$ cat config.mk
export PLATFORM = sky130hd
export DESIGN_NAME = ols_ctrl
export DESIGN_NICKNAME = d
export VERILOG_FILES = /design/src/rtl/ols_pkg.sv /design/src/rtl/ols_ctrl.sv
export SDC_FILE = /design/constraint.sdc
export NUM_CORES = 1
export LEC_CHECK = 0
export BUFFER_PORTS_ARGS = -buffer_cell sky130_fd_sc_hd__buf_2
export CORE_AREA = 2 2 42 44
export DETAILED_ROUTE_END_ITERATION = 10
export DIE_AREA = 0 0 44 46
export MAX_ROUTING_LAYER = met4
export PLACE_DENSITY = 0.81
export SLEW_MARGIN = 20
export SYNTH_ARGS = -nofsm -noshare
export SYNTH_HDL_FRONTEND = slang
export SYNTH_SLANG_ARGS = --single-unit
$ cat constraint.sdc
create_clock -name clk -period 3.2 [get_ports clk]
set_input_delay 0.8 -clock clk [delete_from_list [all_inputs] [get_ports clk]]
set_output_delay 0.8 -clock clk [all_outputs]
set_load 0.03 [all_outputs]
$ cat src/rtl/ols_pkg.sv
// shared types and codes for the ordered list store
package ols_pkg;

	typedef enum logic [2:0] {
		OP_INSERT = 3'd0,
		OP_DELETE = 3'd1,
		OP_READ   = 3'd2,
		OP_SEARCH = 3'd3,
		OP_CLEAR  = 3'd4
	} opcode_t;

	typedef enum logic [1:0] {
		ST_OK       = 2'd0,
		ST_FULL     = 2'd1,
		ST_BADPOS   = 2'd2,
		ST_NOTFOUND = 2'd3
	} status_t;

	typedef enum logic [2:0] {
		ADR_ZERO     = 3'd0,
		ADR_POS      = 3'd1,
		ADR_CNT_DEC  = 3'd2,
		ADR_PTR_DEC  = 3'd3,
		ADR_PTR_INC  = 3'd4,
		ADR_PTR_INC2 = 3'd5
	} rd_adr_t;

	typedef enum logic [1:0] {
		WR_SHIFT_UP   = 2'd0,
		WR_SHIFT_DOWN = 2'd1,
		WR_KEY        = 2'd2
	} wr_sel_t;

	typedef enum logic [1:0] {
		PTR_HOLD = 2'd0,
		PTR_LOAD = 2'd1,
		PTR_DEC  = 2'd2,
		PTR_INC  = 2'd3
	} ptr_op_t;

	typedef enum logic [1:0] {
		CNT_HOLD  = 2'd0,
		CNT_INC   = 2'd1,
		CNT_DEC   = 2'd2,
		CNT_CLEAR = 2'd3
	} cnt_op_t;

	typedef struct packed {
		logic    take;
		logic    clr_res;
		logic    set_err;
		status_t status;
		logic    cap_data;
		logic    cap_found;
		logic    rd_en;
		rd_adr_t rd_adr;
		logic    wr_en;
		wr_sel_t wr_sel;
		ptr_op_t ptr_op;
		cnt_op_t cnt_op;
		logic    load_out;
	} ols_cmd_t;

	typedef struct packed {
		opcode_t op;
		logic    full;
		logic    pos_gt_count;
		logic    pos_ge_count;
		logic    count_zero;
		logic    diff_one;
		logic    diff_two;
		logic    ptr_at_pos;
		logic    key_match;
		logic    out_free;
	} ols_stat_t;

endpackage

$ cat src/rtl/ols_ctrl.sv
// sequencer for decode, shift walks, search walk and result hand-off
module ols_ctrl (
	input  logic               clk,
	input  logic               arst_n,
	input  logic               cmd_valid,
	output logic               cmd_ready,
	input  ols_pkg::ols_stat_t stat,
	output ols_pkg::ols_cmd_t  cmd
);
	typedef enum logic [3:0] {
		S_IDLE,
		S_DECODE,
		S_INS_SHIFT,
		S_INS_PUT,
		S_DEL_FIRST,
		S_DEL_SHIFT,
		S_RD_WAIT,
		S_SRCH,
		S_DONE
	} state_t;

	state_t state_q;
	state_t state_d;

	always_comb begin
		cmd     = '0;
		state_d = state_q;
		case (state_q)
			S_IDLE: begin
				if (cmd_valid) begin
					cmd.take = 1'b1;
					state_d  = S_DECODE;
				end
			end
			S_DECODE: begin
				cmd.clr_res = 1'b1;
				state_d     = S_DONE;
				case (stat.op)
					ols_pkg::OP_INSERT: begin
						if (stat.full) begin
							cmd.set_err = 1'b1;
							cmd.status  = ols_pkg::ST_FULL;
						end else if (stat.pos_gt_count) begin
							cmd.set_err = 1'b1;
							cmd.status  = ols_pkg::ST_BADPOS;
						end else if (stat.pos_ge_count) begin
							state_d = S_INS_PUT;
						end else begin
							cmd.rd_en  = 1'b1;
							cmd.rd_adr = ols_pkg::ADR_CNT_DEC;
							cmd.ptr_op = ols_pkg::PTR_LOAD;
							state_d    = S_INS_SHIFT;
						end
					end
					ols_pkg::OP_DELETE: begin
						if (stat.pos_ge_count) begin
							cmd.set_err = 1'b1;
							cmd.status  = ols_pkg::ST_BADPOS;
						end else begin
							cmd.rd_en  = 1'b1;
							cmd.rd_adr = ols_pkg::ADR_POS;
							cmd.ptr_op = ols_pkg::PTR_LOAD;
							state_d    = S_DEL_FIRST;
						end
					end
					ols_pkg::OP_READ: begin
						if (stat.pos_ge_count) begin
							cmd.set_err = 1'b1;
							cmd.status  = ols_pkg::ST_BADPOS;
						end else begin
							cmd.rd_en  = 1'b1;
							cmd.rd_adr = ols_pkg::ADR_POS;
							state_d    = S_RD_WAIT;
						end
					end
					ols_pkg::OP_SEARCH: begin
						if (stat.count_zero) begin
							cmd.set_err = 1'b1;
							cmd.status  = ols_pkg::ST_NOTFOUND;
						end else begin
							cmd.rd_en  = 1'b1;
							cmd.rd_adr = ols_pkg::ADR_ZERO;
							cmd.ptr_op = ols_pkg::PTR_LOAD;
							state_d    = S_SRCH;
						end
					end
					ols_pkg::OP_CLEAR: begin
						cmd.cnt_op = ols_pkg::CNT_CLEAR;
					end
					default: begin
						state_d = S_DONE;
					end
				endcase
			end
			S_INS_SHIFT: begin
				cmd.wr_en  = 1'b1;
				cmd.wr_sel = ols_pkg::WR_SHIFT_UP;
				if (stat.ptr_at_pos) begin
					state_d = S_INS_PUT;
				end else begin
					cmd.rd_en  = 1'b1;
					cmd.rd_adr = ols_pkg::ADR_PTR_DEC;
					cmd.ptr_op = ols_pkg::PTR_DEC;
				end
			end
			S_INS_PUT: begin
				cmd.wr_en  = 1'b1;
				cmd.wr_sel = ols_pkg::WR_KEY;
				cmd.cnt_op = ols_pkg::CNT_INC;
				state_d    = S_DONE;
			end
			S_DEL_FIRST: begin
				cmd.cap_data = 1'b1;
				if (stat.diff_one) begin
					cmd.cnt_op = ols_pkg::CNT_DEC;
					state_d    = S_DONE;
				end else begin
					cmd.rd_en  = 1'b1;
					cmd.rd_adr = ols_pkg::ADR_PTR_INC;
					state_d    = S_DEL_SHIFT;
				end
			end
			S_DEL_SHIFT: begin
				cmd.wr_en  = 1'b1;
				cmd.wr_sel = ols_pkg::WR_SHIFT_DOWN;
				cmd.ptr_op = ols_pkg::PTR_INC;
				if (stat.diff_two) begin
					cmd.cnt_op = ols_pkg::CNT_DEC;
					state_d    = S_DONE;
				end else begin
					cmd.rd_en  = 1'b1;
					cmd.rd_adr = ols_pkg::ADR_PTR_INC2;
				end
			end
			S_RD_WAIT: begin
				cmd.cap_data = 1'b1;
				state_d      = S_DONE;
			end
			S_SRCH: begin
				if (stat.key_match) begin
					cmd.cap_found = 1'b1;
					state_d       = S_DONE;
				end else if (stat.diff_one) begin
					cmd.set_err = 1'b1;
					cmd.status  = ols_pkg::ST_NOTFOUND;
					state_d     = S_DONE;
				end else begin
					cmd.rd_en  = 1'b1;
					cmd.rd_adr = ols_pkg::ADR_PTR_INC;
					cmd.ptr_op = ols_pkg::PTR_INC;
				end
			end
			S_DONE: begin
				if (stat.out_free) begin
					cmd.load_out = 1'b1;
					state_d      = S_IDLE;
				end
			end
			default: begin
				state_d = S_IDLE;
			end
		endcase
	end

	always_ff @(posedge clk or negedge arst_n) begin
		if (!arst_n) begin
			state_q <= S_IDLE;
		end else begin
			state_q <= state_d;
		end
	end

	assign cmd_ready = (state_q == S_IDLE);
endmodule
**After elaboration in Yosys (flattened, before gate mapping)**

Cells that the tools add are included.

- Reduce and logical (&&, ||, !) cells: 6
- Mux-type cells: 56
- Equal/unequal tests: 17

Operators with widths:

| operator | number |
|---|---|
| 4-bit 2-to-1 mux | 21 |
| 4-bit one-hot mux with 8 select lines | 1 |
| 4-bit one-hot mux with 5 select lines | 1 |
| 3-bit 2-to-1 mux | 6 |
| 3-bit one-hot mux with 3 select lines | 2 |
| 4-bit by 3-bit == test with 1-bit output (second input constant) | 4 |
| 2-bit one-hot mux with 4 select lines | 2 |
| 4-bit one-hot mux with 4 select lines | 1 |
| 1-bit 2-to-1 mux | 13 |
| 2-bit 2-to-1 mux | 6 |
| 4-bit one-hot mux with 3 select lines | 1 |
| 4-bit by 2-bit == test with 1-bit output (second input constant) | 2 |
| 2-bit != test (second input constant) | 4 |
| 3-bit by 2-bit == test with 1-bit output (second input constant) | 2 |
| 2-bit one-hot mux with 3 select lines | 1 |
| 3-bit one-hot mux with 2 select lines | 1 |
| 2-bit OR reduction | 3 |
| 5-bit AND reduction | 1 |
| 4-bit by 1-bit == test with 1-bit output (second input constant) | 1 |
| 4-bit == test (second input constant) | 1 |
| 4-bit logical NOT | 1 |
| 3-bit by 1-bit == test with 1-bit output (second input constant) | 1 |
| 3-bit == test (second input constant) | 1 |
| 3-bit logical NOT | 1 |
| 3-bit != test (second input constant) | 1 |

- Input bits: 15
- Output and inout bits: 20
- Bits in registers: 4
- Logic and storage cells: 80

**Longest topological paths before layout**

Gate-level depths: netlist (run 1).

- Depth in word-level cells: 5
- Depth in mapped cells: 5
- Gate-level depth less buffers: 4

**Least setup slack after synthesis (run 1)**

Ideal clock, no wire load.

- Path type: in2out
- From: in stat[10] (netlist name)
- To: out cmd[1] (netlist name)
- Buffers on the path: 1
- Required time: 2.400 ns
- Data arrival time: 2.788 ns
- Cell stages on the path: 4
- Slack: -0.388 ns
- Cells stage by stage: clkbuf_1 > nor2_1 > nand2_1 > a2111oi_0

RTL lines:

| element | line | source |
|---|---|---|
| start: declaration | ols_ctrl.sv:7 | `input ols_pkg::ols_stat_t stat,` |
| end: declaration | ols_ctrl.sv:8 | `output ols_pkg::ols_cmd_t cmd` |

==> results of run 1 <==
## cell usage after synthesis, types with 3 or more instances
cell | n | area (um2)
clkbuf_1 | 5 | 18.8
o21ai_0 | 10 | 50.1
nor4_1 | 3 | 18.8
or3_1 | 3 | 18.8
a21oi_1 | 7 | 35.0
nand2_1 | 9 | 33.8
nor2_1 | 7 | 26.3
inv_1 | 7 | 26.3
nor3_1 | 3 | 15.0
dfrtp_1 | 4 | 100
## worst paths after layout
check | from | to | slack, ns | cells past startpoint
setup / recovery | state_q[3] | cmd[11] | 0.16 | 5
max in group asynchronous | arst_n | state_q[3] | 2.72 | 1
setup reg to reg | state_q[3] | state_q[1] | 1.36 | 4
min in group clk | state_q[3] | state_q[3] | 0.74 | 3
hold / removal | arst_n | state_q[0] | 0.35 | 1
hold reg to reg | state_q[3] | state_q[3] | 0.74 | 3
## layer usage
layer  GRT usage [%]  share of wire (%)  wire [um]  vias up
li1                -                  -          -      421
met1            24.4                 42        805      384
met2            37.6                 50        962       32
met3           0.397                5.4        103        4
met5               -                  0          0        -
met4            7.27                1.8         34        0
## through the flow
step / power, mW / hold slack [ns] / worst slack (ns) / utilization [%]
after floorplan: 0.403 / 0.504 / 0.363 / -
after global placement: 0.521 / 0.605 / 0.409 / 52.1
after detailed placement: 0.531 / 0.607 / 0.386 / 52.1
after CTS: 0.597 / 0.353 / 0.168 / 53.5
after global routing: 0.644 / 0.354 / 0.0981 / 53.5
final: 0.597 / 0.353 / 0.162 / 53.5
## power by group through the flow
stage / Sequential [mW] / Clock [mW] / Combinational (mW)
floorplan: 0.0780 / 0 / 0.325
global placement: 0.0757 / 0 / 0.445
detailed placement: 0.0766 / 0 / 0.454
CTS: 0.0759 / 0.0668 / 0.454
global route: 0.0782 / 0.0702 / 0.495
finish: 0.0762 / 0.0668 / 0.454
## kinds of logic (layout without fill, tap and decap cells)
group,Yosys count,in the layout
AND/OR/NAND/NOR,44,44
AO/OA/AOI/OAI,30,30
buffers and inverters,13,48
flip-flops,4,4
multiplexers,3,3
XOR/XNOR,1,1
## layout make-up
class	instances	area share, %
Clock buffer	3	2.61
Inverter	7	3.04
Multi-Input combinational cell	78	57.1
Sequential cell	4	11.6
Tap cell	17	2.46
Timing Repair Buffer	38	23.2
==> run metrics, run 1 <==
Post-Syn Area per Cell=6.69 um2; Main synth FF type=dfrtp_1; Post-Synth Simple-Gate Area=40.4%; Biggest register=state_q; DR vias/cell=between 5 and 6; initial antenna violation count=0; Seq/Total Area, Yosys=between 10% and 20%; commonest cells after routing, fill and taps aside=34 x buf_2, 10 x o21ai_0, 9 x nand2_1; Layout area overhead=35.8%; nets@finish=approximately 150; Comb power frac=~76%; Port Buffers=34; max FFs per register=4; Synth Area in Compound Gates=29.9%; TritonCTS buffer count=3; Power Internal=approximately 270 uW; Max-slew headroom=69.3%; Pleak=approximately 0.47 nW; worst path cell trace=or4b_4, or3_1, or3b_1, nand4_1, buf_2; Resize count post-CTS=0; floorplan core area=1610 um2; Final Instance Count excl. Fillers=147; Max Cap Viol=0; EDFF count, synth=0; commonest non-fill, non-tap cell in the layout=buf_2; cts-stage hold buffer count=0; final WL=1.91 mm; Power Dens Cells=691 nW/um2; die span in y=46 um; Hold Crit Class=in2async; Starting Density=approximately two fifths; mux contribution to synthesized area=4.92%; placed insts=144; Fin. Hold Viols=0; flip-flop and latch area=100 um2; CP top delay family=simple AND/OR/NAND/NOR gates; adder-cell area share of the yosys netlist=0%; Detail Placement HPWL=roughly 1.5 mm; Final min period=around 3 ns; Routed Antenna Nets=0; Mapped Area=636 um2; fillcell total=~170; sequential power share=12.8%; CTS tree=built; Area after DPL=841 um2; final setup fails=0; fin area=863 um2; drt pass-1 iters=4; die area=between 2000 and 2500 um2; Cells after Synth=95; Top Registers=state_q: 4 flops; first-pass GRT wire length=3.15 mm; grt total ovfl=0; vias in the first global route=755; Worst-Margin Slew=0.456 ns; NetSw=approximately 330 uW; setup_tns=0 ns; I/O pin count=35; final worst-path cycle share=around 95%; Clk pwr share=11.2%; Reg clk slew, reported paths=about 0.040 ns; Clock Tree Buf Depth=2; CP Data Arrival Time=2.24 ns; mean routed wirelength per cell=13.0 um; asr flop ratio synth=100%; Global Route Usage Sum=about 21%; Seq cells post-synth=4; Synthesized Nets=between 100 and 150; Placer Congestion=0.887; Buf/Inv on CP=1; Vias=~840; CP peak stage delay=between 0.5 and 0.6 ns; largest family of logic cells by synthesized area=simple AND/OR/NAND/NOR gates; htree depth=1; post-synthesis xor/xnor area fraction=1.38%; Rows=15; switch share=55.3%; DIE WIDTH=44 um; Data required, critical path=2.40 ns; Max FO, Critical Path=5; n_diodes=0; status=finished clean; DRC violations left=0; distinct cell type count after synthesis=39; Worst setup SP type=flop; Clock Root Buffer=clkbuf_4; multi-input logic area=between 400 and 500 um2; Crit. End Element=output port; Max IR drop VDD=244 uV; fmax=between 300 and 400 MHz; Clock Sinks=4; Yosys Warn Count=0; post-CTS setup buffer count=0; unrepaired setup endpoints after global routing=false; worst skew pair latency=0.24 ns; drt initial violations=21; Setup Skew=0.00574 ns; CP max stage cell=or4b_4; Max Slew Vio Count=0; WS Path Type=reg2out; share of cells above drive strength 1=36.9%; pin count of the biggest net entering global routing=14
Note: power is estimated with default switching activity, not from simulation.
==> inputs of run 2 (changes only) <==
Settings changed: CORE_AREA 2 2 42 44 to 4 4 44 46, DIE_AREA 0 0 44 46 to 0 0 48 50, PLACE_DENSITY 0.81 to 0.85.
==> run 2 against run 1 <==
Net effect: global-route usage is 3.4 points lower; register-to-register slack is essentially flat; power about the same; first-iteration DRC count increased by 9.5%; critical path type unchanged.
==> run metrics, run 2 (synthesized netlist as in run 1, its figures left out) <==
status=finished clean (unchanged); final setup fails=0 (unchanged); vias in the first global route=734 (was 755); Max-slew headroom=66.4% (was 69.3%); flip-flop and latch area=100 um2 (unchanged); drt pass-1 iters=4 (unchanged); initial antenna violation count=0 (unchanged); WS Path Type=reg2out (unchanged); pin count of the biggest net entering global routing=14 (unchanged); mean routed wirelength per cell=13.5 um (was 13.0 um); placed insts=143 (was 144); share of cells above drive strength 1=36.9% (unchanged); worst skew pair latency=0.24 ns (about the same); Crit. End Element=output port (unchanged); worst reg2reg setup slack=1.37 ns (was 1.36 ns); CP Data Arrival Time=2.23 ns (was 2.24 ns); Max Cap Viol=0 (unchanged); I/O pin count=35 (unchanged); Resize count post-CTS=0 (unchanged); CTS tree=built (unchanged); WHS=0.354 ns (was 0.353 ns); Pleak=0.474 nW (unchanged); unrepaired setup endpoints after global routing=false (unchanged); Max FO, Critical Path=5 (unchanged); Pwr Total=597 uW (about the same); cts-stage hold buffer count=0 (unchanged); DR vias/cell=5.75 (was 5.72); DRC violations left=0 (unchanged); Max IR drop VDD=369 uV (was 244 uV); htree depth=1 (unchanged); grt total ovfl=0 (unchanged); Placer Congestion=0.886 (was 0.887); Biggest register=state_q (unchanged); Worst-Margin Slew=0.499 ns (was 0.456 ns); final worst-path cycle share=94.8% (was 94.9%); commonest non-fill, non-tap cell in the layout=buf_2 (unchanged); Port Buffers=34 (unchanged); Detail Placement HPWL=1.58 mm (was 1.54 mm); multi-input logic area=493 um2 (unchanged); first-pass GRT wire length=3.06 mm (was 3.15 mm); fillcell total=145 (was 169); TritonCTS buffer count=3 (unchanged); n_diodes=0 (unchanged); Worst setup SP type=flop (unchanged); Max Slew Vio Count=0 (unchanged); floorplan core area=1510 um2 (was 1610 um2); nets@finish=147 (unchanged); Vias=840 (was 841); Reg clk slew, reported paths=0.04 ns (about the same); DIE WIDTH=48 um (was 44 um); die span in y=50 um (was 46 um); Clock Root Buffer=clkbuf_4 (unchanged); final WL=1.98 mm (was 1.91 mm); commonest cells after routing, fill and taps aside=34 x buf_2, 10 x o21ai_0, 9 x nand2_1 (unchanged); die area=2400 um2 (was 2020 um2); fmax=330 MHz (was 329 MHz); Final Instance Count excl. Fillers=146 (was 147); Global Route Usage Sum=17.3% (was 20.7%); setup_tns=0 ns (unchanged); Rows=14 (was 15); Data required, critical path=2.40 ns (about the same); post-CTS setup buffer count=0 (unchanged); Clock Sinks=4 (unchanged); Clock Tree Buf Depth=2 (unchanged); Power Dens Cells=692 nW/um2 (was 691 nW/um2); Routed Antenna Nets=0 (unchanged); max FFs per register=4 (unchanged); Final min period=3.03 ns (was 3.04 ns); drt initial violations=23 (was 21); Layout area overhead=35.6% (was 35.8%); Top Registers=state_q: 4 flops (unchanged); Setup Skew=0.00407 ns (was 0.00574 ns); Fin. Hold Viols=0 (unchanged); Starting Density=42.2% (was 39.4%); Hold Crit Class=in2async (unchanged)
-- run 2: cell counts in the layout (fill, tap and decap cells not counted) --
No cell type changed its count.
-- run 2: final timing paths --
path / end / cells past startpoint / startpoint
worst min register to register: state_q[3] / 3 / state_q[3]
worst max register to register: state_q[1] / 4 / state_q[3]
worst min-delay path: state_q[0] / 1 / arst_n
worst max-delay path: cmd[11] / 5 / state_q[3]
max in group asynchronous: state_q[3] / 1 / arst_n
min in group clk: state_q[3] / 3 / state_q[3]
-- run 2: per-stage QoR --
| step | utilization (%) | instance area (um2) | setup slack (ns) |
|---|---|---|---|
| finish | 57.2 | 862 | 0.167 |
| global placement | 55.7 | 840 | 0.407 |
| global route | 57.2 | 862 | 0.0858 |
| floorplan | - | 642 | 0.363 |
| CTS | 57.2 | 862 | 0.179 |
| detailed placement | 55.7 | 840 | 0.381 |
-- run 2: power breakdown --
group / leakage, nW / switching, mW / internal, mW
registers: 0.0529 / 0.00894 / 0.0676
logic: 0.407 / 0.300 / 0.157
clock network: 0.0138 / 0.0215 / 0.0420
total: 0.474 / 0.330 / 0.267
-- run 2: cell type report --
class                   count  share of cell area [%]
well taps                  16                    2.32
multi-input cells          78                    57.2
inverters                   7                    3.05
clock buffers               3                    2.61
flip-flops and latches      4                    11.6
repair buffers             38                    23.2
-- run 2: critical path, cell delays in order, from the launching register on --
cell and delay (ns):
dfrtp_1 0.37, or4b_4 0.57, or3_1 0.37, or3b_1 0.38
nand4_1 0.10, buf_2 0.20
-- run 2: per-layer routing --
| layer | share of wire (%) | track usage [%] | wire length (um) | vias up |
|---|---|---|---|---|
| met3 | 8.8 | 3.27 | 174 | 3 |
| li1 | - | - | - | 425 |
| met5 | 0 | - | 0 | - |
| met2 | 46 | 26.9 | 910 | 36 |
| met4 | 0.66 | 4.04 | 13 | 0 |
| met1 | 44 | 22.5 | 877 | 376 |
==> inputs of run 3 (changes only) <==
Settings changed: ABC_AREA set to 1, CORE_AREA 4 4 44 46 to 4 4 45 47, DIE_AREA 0 0 48 50 to 0 0 49 51.
==> run 3 against run 2 <==
Net effect: power shrank 9.1%; sequential cell count stayed put; critical endpoint unchanged; sequential share of layout area down 0.39 points; largest power group unchanged; clock-buffer cell count stayed put; core utilization fell by 3.2 points.
==> run metrics, run 3 <==
status=finished clean (unchanged); Yosys top cell by area=nand2_1 (was dfrtp_1); Power Dens Cells=608 nW/um2 (was 692 nW/um2); Clock Sinks=4 (unchanged); CP Data Arrival Time=1.82 ns (was 2.23 ns); Seq/Total Area, Yosys=14.8% (was 15.7%); Crit. End Element=output port (unchanged); switch share=58.9% (was 55.3%); fin area=892 um2 (was 862 um2); worst path cell trace=buf_2, inv_2, nand3_1, o21ai_0, o21ai_1, nand3_1, buf_2 (was or4b_4, or3_1, or3b_1, nand4_1, buf_2); first-pass GRT wire length=3.20 mm (was 3.06 mm); Power Internal=223 uW (was 267 uW); Global Route Usage Sum=16.1% (was 17.3%); Cells after Synth=124 (was 95); Layout area overhead=31.5% (was 35.6%); Detail Placement HPWL=1.66 mm (was 1.58 mm); Clock Root Buffer=clkbuf_4 (unchanged); Placer Congestion=0.902 (was 0.886); Max FO, Critical Path=9 (was 5); Post-Synth Simple-Gate Area=63.1% (was 40.4%); Synth top area share=21.0% (was 15.7%); Main synth FF type=dfrtp_1 (unchanged); worst skew pair latency=0.23 ns (was 0.24 ns); vias in the first global route=810 (was 734); final setup fails=0 (unchanged); Routed Antenna Nets=0 (unchanged); largest cells by area after synthesis=nand2_1 21%, dfrtp_1 15%, inv_1 12%, nand3_1 8.9%, nor2_1 6.1% (was dfrtp_1 16%, o21ai_0 7.9%, a21oi_1 5.5%, nand2_1 5.3%, inv_1 4.1%); DRC violations left=0 (unchanged); Clock Tree Buf Depth=2 (unchanged); setup_tns=0 ns (unchanged); Top Registers=state_q: 4 flops (unchanged); n_diodes=0 (unchanged); Rows=15 (was 14); I/O pin count=35 (unchanged); fmax=381 MHz (was 330 MHz); max FFs per register=4 (unchanged); Final min period=2.62 ns (was 3.03 ns); Resize count post-CTS=0 (unchanged); Max Cap Viol=0 (unchanged); floorplan core area=1650 um2 (was 1510 um2); die span in y=51 um (was 50 um); Max Slew Vio Count=0 (unchanged); commonest cells after routing, fill and taps aside=38 x nand2_1, 34 x buf_2, 21 x inv_1 (was 34 x buf_2, 10 x o21ai_0, 9 x nand2_1); CP max stage cell=o21ai_0 (was or4b_4); final worst-path cycle share=81.9% (was 94.8%); Area after DPL=870 um2 (was 840 um2); pin count of the biggest net entering global routing=10 (was 14); adder-cell area share of the yosys netlist=0% (unchanged); unrepaired setup endpoints after global routing=false (unchanged); share of cells above drive strength 1=35.4% (was 36.9%); Port Buffers=34 (unchanged); Synth Area in Compound Gates=8.30% (was 29.9%); CP peak stage delay=0.25 ns (was 0.57 ns); Synth top cells by count=38 x nand2_1, 21 x inv_1, 12 x nand3_1 (was 10 x o21ai_0, 9 x nand2_1, 7 x a21oi_1, 7 x inv_1, 7 x nor2_1); Fin. Hold Viols=0 (unchanged); Post-Syn Area per Cell=5.47 um2 (was 6.69 um2); most common cell in the netlist=nand2_1 (was o21ai_0); largest family of logic cells by synthesized area=simple AND/OR/NAND/NOR gates (unchanged); Worst-Margin Slew=0.277 ns (was 0.499 ns); DR vias/cell=4.99 (was 5.75); Clk pwr share=11.1% (was 10.6%); Mapped Area=678 um2 (was 636 um2); Max IR drop VDD=233 uV (was 369 uV); Data required, critical path=2.40 ns (about the same); Pleak=0.618 nW (was 0.474 nW); Setup Skew=0.00319 ns (was 0.00407 ns); TritonCTS buffer count=3 (unchanged); Seq cells post-synth=4 (unchanged); Reg clk slew, reported paths=0.04 ns (about the same); initial antenna violation count=0 (unchanged); NetSw=320 uW (was 330 uW); Synthesized Nets=139 (was 110); sequential power share=18.2% (was 12.8%); cts-stage hold buffer count=0 (unchanged); Comb power frac=70.7% (was 76.5%); post-CTS setup buffer count=0 (unchanged); drt pass-1 iters=4 (unchanged); mux contribution to synthesized area=0% (was 4.92%); drt initial violations=20 (was 23); commonest non-fill, non-tap cell in the layout=nand2_1 (was buf_2); nets@finish=178 (was 147); Yosys Warn Count=0 (unchanged); die area=2500 um2 (was 2400 um2); WS Path Type=in2out (was reg2out); Starting Density=41.1% (was 42.2%); Max-slew headroom=81.5% (was 66.4%); mean routed wirelength per cell=10.8 um (was 13.5 um); distinct cell type count after synthesis=21 (was 39); Vias=888 (was 840); WHS=0.362 ns (was 0.354 ns); final WL=1.93 mm (was 1.98 mm); Hold Crit Class=in2async (unchanged); htree depth=1 (unchanged); asr flop ratio synth=100% (unchanged); Pwr Total=542 uW (was 597 uW); grt total ovfl=0 (unchanged); DIE WIDTH=49 um (was 48 um); EDFF count, synth=0 (unchanged); Worst setup SP type=input pin (was flop); CTS tree=built (unchanged); post-synthesis xor/xnor area fraction=0% (was 1.38%); Biggest register=state_q (unchanged)
==> run 3: changes by cell type after synthesis, sizes merged, moves of 3 or more <==
cell / before / now
a21oi: 7 / 1
clkbuf: 5 / 0
inv: 7 / 25
nand2: 9 / 42
nand3: 2 / 15
nand4: 1 / 4
nor2: 7 / 17
o21ai: 10 / 7
or3: 3 / 0
==> run 3: path summary, 6_finish.rpt <==
path                            slack [ns]  startpoint         end  cells past startpoint
worst min register to register        0.67  state_q[1]  state_q[1]                      2
worst max register to register        1.84  state_q[2]  state_q[3]                      7
worst max-delay path                  0.58    stat[11]     cmd[11]                      7
worst min-delay path                  0.36      arst_n  state_q[1]                      1
min in group clk                      0.67  state_q[1]  state_q[1]                      2
max in group asynchronous             2.72      arst_n  state_q[0]                      1
==> run 3: per-layer routing <==
metal  track usage [%]  vias to the layer above  share of wire, %
li1                  -                      468                 -
met1              19.1                      376                41
met2              27.0                       40                48
met3              2.92                        4               9.4
met4              6.28                        0               1.1
met5                 -                        -                 0
==> run 3: metrics by stage <==
stage / worst slack [ns] / instances / utilization [%]
6_report: 0.579 / 178 / 54.0
5_1_grt: 0.457 / 178 / 54.0
4_1_cts: 0.598 / 178 / 54.0
3_5_place_dp: 0.605 / 175 / 52.7
3_3_place_gp: 0.626 / 175 / 52.7
2_1_floorplan: 0.615 / 124 / -
==> run 3: power by group through the flow <==
stage	combinational, mW	sequential (mW)	clock, mW
2_1_floorplan	0.294	0.0917	0
3_3_place_gp	0.383	0.0980	0
3_5_place_dp	0.386	0.0992	0
4_1_cts	0.387	0.0991	0.0637
5_1_grt	0.419	0.103	0.0657
6_report	0.384	0.0987	0.0602
==> run 3: final cells by class <==
class,count,area [um2]
sequential,4,100
multi-input combinational,95,484
fill,196,759
inverter,25,93.8
clock buffer,3,22.5
timing repair buffer,34,170
tap,17,21.3
==> run 3: cell families after synthesis <==
| family | Yosys count |
|---|---|
| AOI/OAI and AO/OA | 10 |
| buffers and inverters | 25 |
| DFF | 4 |
| and+or+nand+nor | 85 |
==> run 3: worst max-delay path, delay by kind of cell <==
family / cells / cell delay [ns]
AND/OR/NAND/NOR: 2 / 0.20
buffers and inverters: 3 / 0.44
AO/OA/AOI/OAI: 2 / 0.37
